--- src/rtl/fct_pkg.sv ---
// ----------------------------------------------------------------------------
// fct_pkg
// shared types, codes and plane tables of the frustum cull test core
// ----------------------------------------------------------------------------
package fct_pkg;

	localparam int WordW = 32;
	localparam int RawW  = 33;
	localparam int SumW  = 66;
	localparam int LenW  = 34;
	localparam int AccW  = 66;

	localparam int NumPlanes = 6;

	localparam logic [1:0] KIND_LOAD   = 2'd0;
	localparam logic [1:0] KIND_BOX    = 2'd1;
	localparam logic [1:0] KIND_SPHERE = 2'd2;
	localparam logic [1:0] KIND_NONE   = 2'd3;

	typedef struct packed {
		logic signed [WordW-1:0] r3;
		logic signed [WordW-1:0] r2;
		logic signed [WordW-1:0] r1;
		logic signed [WordW-1:0] r0;
	} column_t;

	typedef struct packed {
		logic signed [WordW-1:0] d;
		logic signed [WordW-1:0] nz;
		logic signed [WordW-1:0] ny;
		logic signed [WordW-1:0] nx;
	} plane_t;

	// near plane is row2 alone, all others add row3
	function automatic logic plane_uses_row3(input logic [2:0] p);
		return (p != 3'd4);
	endfunction

	function automatic logic [1:0] plane_other_row(input logic [2:0] p);
		logic [1:0] r;
		unique case (p)
			3'd0, 3'd1: r = 2'd0;
			3'd2, 3'd3: r = 2'd1;
			default:    r = 2'd2;
		endcase
		return r;
	endfunction

	function automatic logic plane_other_neg(input logic [2:0] p);
		return p[0];
	endfunction

	function automatic logic [WordW-1:0] sat_raw(input logic signed [RawW-1:0] v);
		logic [WordW-1:0] r;
		if (v > $signed(RawW'(33'h0_7FFF_FFFF)))
			r = 32'h7FFF_FFFF;
		else if (v < $signed(RawW'(33'h1_8000_0000)))
			r = 32'h8000_0000;
		else
			r = v[WordW-1:0];
		return r;
	endfunction

endpackage

--- src/rtl/fct_isqrt.sv ---
// ----------------------------------------------------------------------------
// fct_isqrt
// digit-by-digit integer square root, one result bit per cycle
// ----------------------------------------------------------------------------
module fct_isqrt (
	input  logic                      clk,
	input  logic                      arst_n,
	input  logic                      start,
	input  logic [fct_pkg::SumW-1:0]  radicand,
	output logic                      done,
	output logic [fct_pkg::LenW-1:0]  root
);
	import fct_pkg::*;

	localparam int RadW = 2 * LenW;
	localparam int RemW = LenW + 3;
	localparam int CntW = $clog2(LenW + 1);

	logic [RadW-1:0] rad_q;
	logic [RemW-1:0] rem_q;
	logic [LenW-1:0] root_q;
	logic [CntW-1:0] cnt_q;
	logic            run_q;
	logic            done_q;

	logic [RemW-1:0] rem_sh;
	logic [RemW-1:0] trial;
	logic            ge;

	assign rem_sh = {rem_q[RemW-3:0], rad_q[RadW-1 -: 2]};
	assign trial  = {1'b0, root_q, 2'b01};
	assign ge     = (rem_sh >= trial);

	always_ff @(posedge clk or negedge arst_n) begin
		if (!arst_n) begin
			run_q  <= 1'b0;
			done_q <= 1'b0;
			cnt_q  <= '0;
		end else begin
			done_q <= 1'b0;
			if (start) begin
				run_q <= 1'b1;
				cnt_q <= CntW'(LenW);
			end else if (run_q) begin
				cnt_q <= cnt_q - 1'b1;
				if (cnt_q == CntW'(1)) begin
					run_q  <= 1'b0;
					done_q <= 1'b1;
				end
			end
		end
	end

	always_ff @(posedge clk) begin
		if (start) begin
			rad_q  <= RadW'(radicand);
			rem_q  <= '0;
			root_q <= '0;
		end else if (run_q) begin
			rad_q  <= {rad_q[RadW-3:0], 2'b00};
			rem_q  <= ge ? (rem_sh - trial) : rem_sh;
			root_q <= {root_q[LenW-2:0], ge};
		end
	end

	assign done = done_q;
	assign root = root_q;

endmodule
--- config.mk ---
export PLATFORM = sky130hd
export DESIGN_NAME = fct_isqrt
export DESIGN_NICKNAME = d
export VERILOG_FILES = /design/src/rtl/fct_pkg.sv /design/src/rtl/fct_isqrt.sv
export SDC_FILE = /design/constraint.sdc
export NUM_CORES = 1
export LEC_CHECK = 0
export BUFFER_PORTS_ARGS = -buffer_cell sky130_fd_sc_hd__buf_2
export CAP_MARGIN = 40
export CORE_MARGIN = 5
export CORE_UTILIZATION = 50
export CTS_CLUSTER_DIAMETER = 120
export DETAILED_ROUTE_END_ITERATION = 16
export PLACE_DENSITY = 0.82
export SLEW_MARGIN = 20
export SYNTH_ARGS = -nofsm -noshare
export SYNTH_HDL_FRONTEND = slang
export SYNTH_SLANG_ARGS = --single-unit
--- constraint.sdc ---
create_clock -name clk -period 3.3 [get_ports clk]
set_clock_uncertainty 0.1 [all_clocks]
set_input_delay 0.66 -clock clk [delete_from_list [all_inputs] [get_ports clk]]
set_output_delay 0.66 -clock clk [all_outputs]
set_load 0.005 [all_outputs]
==> flow_metrics.tcl <==
set metrics [dict create \
    outcome "complete, no violations" \
    start_util 0.512 \
    clockBufferDepth 2 \
    avgSynthCellArea_um2 10.2 \
    wl_per_cell_um 15.5 \
    cp_max_fo 27 \
    critical_path_class "flip-flop to flip-flop" \
    htree_levels 4 \
    cts_buffers 17 \
    wl_mm 17.5 \
    postSynthCellCount 807 \
    tritoncts "yes" \
    drt_pass1_iterations 6 \
    fmax_mhz 325 \
    io_pins 104 \
    seq_area_frac_synth 0.440 \
    min_path_type "flip-flop to flip-flop" \
    period_share 0.932 \
    ys_seq_elements 145 \
    rows 46 \
    leakage_nw 4.38 \
    drc 0 \
    grt_usage 0.184 \
    powerDensity_nw_per_um2 884 \
    synth_warnings 0 \
    arrival_ns 3.30 \
    drv_slew 0 \
    ir_worst_vdd_v 0.000511 \
    grt-ovfl-total 0 \
    grt_max_degree 67 \
    worst_slew_pin_slew_ns 0.759 \
    core_area_um2 16000 \
    grt_pass1_vias 6279 \
    slew_headroom 0.494 \
    clock_latency_ns 0.42 \
    finalHoldViolations 0 \
    dp_cells 1093 \
    worstPathRequired_ns 3.52 \
    syn_nets 914 \
    hpwlAfterDp_mm 12.6 \
    rsz0062_at_grt "false" \
    clock_sinks 145 \
    vias_per_cell 5.53 \
    setup_slack_ns 0.224 \
    synth_cell_types 64 \
    fin_setup_tns_ns 0 \
    stdcell_count 1128 \
    antenna_found_initial 2 \
    grt_pass1_wl_mm 29.7 \
    cts-root-buf "clkbuf_16" \
    drt-initial-drc-count 394 \
    ys.flop_type "dfxtp_1" \
    die_y_um 138 \
    nNetsFinal 1005 \
    finalPower_w 0.00845 \
    synth_edf_count 66 \
    start_kind "flip-flop" \
    vias 6240 \
    drive_above_1_share 0.252 \
    gp_congestion 0.949 \
    syn_area_um2 8200 \
    ant_nets 0 \
    dp_slack_ns 0.223 \
    setup_violations 0 \
    cap_violations 0 \
    dieArea_um2 19100 \
    io_buffers 103 \
    endpoint_kind "flip-flop" \
    path_clk_slew_ns 0.07 \
    area_growth_pct 16.5 \
    die_x_um 138 \
    synthArstFlopShare 0.0552 \
    fin_crit_ns 3.08 \
]
## cells in the mapped netlist, types with 6 or more instances
cell type  instances  share of area
mux2_2            64          0.088
inv_1             53          0.024
nor2_1            95          0.043
mux2i_1           65          0.079
ha_1              38          0.058
a21oi_1           31          0.019
a31oi_1            6         0.0046
a21o_1            22          0.020
o21bai_1           8         0.0073
nor3_1            17          0.010
o21ai_1            7         0.0043
nand4_1            9         0.0069
dfrtp_1            8          0.024
nand2_1           39          0.018
dfxtp_1           71           0.17
xor2_1             8         0.0085
xnor2_1           23          0.025
a211oi_1          27          0.025
buf_2              6         0.0037
o21a_1             8         0.0073
nand3_1            8         0.0049
o21ai_0           16         0.0098
edfxtp_1          66           0.24
clkbuf_1          36          0.016
## layout make-up
class | instances | area, µm²
Inverter | 53 | 199
Multi-Input combinational cell | 560 | 4190
Clock inverter | 11 | 158
Antenna cell | 1 | 2.50
Sequential cell | 145 | 3610
Timing Repair Buffer | 121 | 688
Tap cell | 216 | 270
Fill cell | 1379 | 6450
Clock buffer | 21 | 440
## report_power, final
part / switching [W] / leakage, nW / internal (W)
Sequential: 0.000171 / 1.38 / 0.00218
Combinational: 0.00222 / 2.72 / 0.00192
Clock: 0.000765 / 0.283 / 0.00120
## cells by family (layout without fill, tap and decap cells)
| logic type | count (synthesis) | in the layout | synth area share |
|---|---|---|---|
| simple gates | 201 | 201 | 0.113 |
| compound gates | 161 | 161 | 0.139 |
| flops | 145 | 145 | 0.440 |
| mux | 129 | 129 | 0.167 |
| buf+inv | 102 | 206 | 0.0504 |
| fa+ha+maj | 38 | 38 | 0.0580 |
| xor+xnor | 31 | 31 | 0.0331 |
| other cells | 0 | 1 | 0 |
## cell usage in the layout, fill, tap and decap left out, types with 3 or more instances in the layout
cell type  synthesis  routed
dfxtp_1           71      71
a31o_2             3       3
o21ai_0           16      16
inv_6              0       3
nand3_1            8       8
xor2_1             8       8
edfxtp_1          66      66
a21boi_0           4       4
nand4_1            9       9
a21o_1            22      22
and2_1             3       3
o21ai_1            7       7
mux2i_1           65      65
bufinv_16          0       3
xnor2_1           23      23
and3_1             4       4
clkinv_4           0       3
nor2b_1            3       3
nand2b_1           3       3
o211ai_1           4       4
a211oi_1          27      27
buf_2              6     102
o21a_1             8       8
nand3b_1           4       4
clkbuf_1          36       4
mux2_2            64      64
o21bai_1           8       8
o31ai_1            3       3
inv_1             53      52
dfrtp_1            8       7
clkbuf_16          0      17
a21oi_1           31      31
buf_4              0      16
nor2_1            95      95
nand2_1           39      39
nor3_1            17      16
a31oi_1            6       6
ha_1              38      38
## metrics by stage
stage,hold slack [ns],cell area (µm²),util
2_1_floorplan,0.264,8200,-
3_3_place_gp,0.360,8910,0.557
3_5_place_dp,0.368,8910,0.557
4_1_cts,0.377,9520,0.595
5_1_grt,0.402,9550,0.597
6_report,0.374,9550,0.597
## critical path, stage by stage, from the launching register on
cell	delay, ns
dfxtp_1	0.37
inv_1	0.06
ha_1	0.38
a21oi_1	0.23
nor2b_1	0.08
or4_1	0.50
a41oi_2	0.27
nor4b_2	0.09
nor2_2	0.19
a21oi_4	0.09
buf_12	0.19
mux2i_1	0.15
a211oi_1	0.26
## sequential cells by signal (all words and copies together), names as in the netlist
| register | cells |
|---|---|
| rad_q | 68 |
| run_q | 1 |
| cnt_q | 6 |
| rem_q | 35 |
| done | 1 |
| root | 34 |
## metal layers
| layer | vias to the layer above | track usage | part of all wire |
|---|---|---|---|
| met1 | 2936 | 0.227 | 0.44 |
| met5 | - | 0 | 0.00040 |
| li1 | 3093 | - | - |
| met2 | 170 | 0.298 | 0.47 |
| met4 | 2 | 0.0603 | 0.021 |
| met3 | 39 | 0.0728 | 0.072 |
## worst paths after layout
kind	from	endpoint	slack (ns)	cells past startpoint
min in group asynchronous	arst_n	done	0.51	2
min	rem_q[14]	rem_q[14]	0.37	2
max reg2reg	root[12]	rem_q[19]	0.22	12
max in group asynchronous	arst_n	run_q	2.40	2
min reg2reg	rem_q[14]	rem_q[14]	0.37	2
max	root[12]	rem_q[19]	0.22	12
## timing repair
| action | CTS | global route |
|---|---|---|
| setup endpoints to repair | 0 | 3 |
| hold buffers | 1 | 0 |
| hold endpoints to repair | 8 | 0 |
| gates resized for setup | 0 | 1 |
| buffers inserted | 0 | 0 |
No activity file was read; power rests on OpenSTA's default activity.
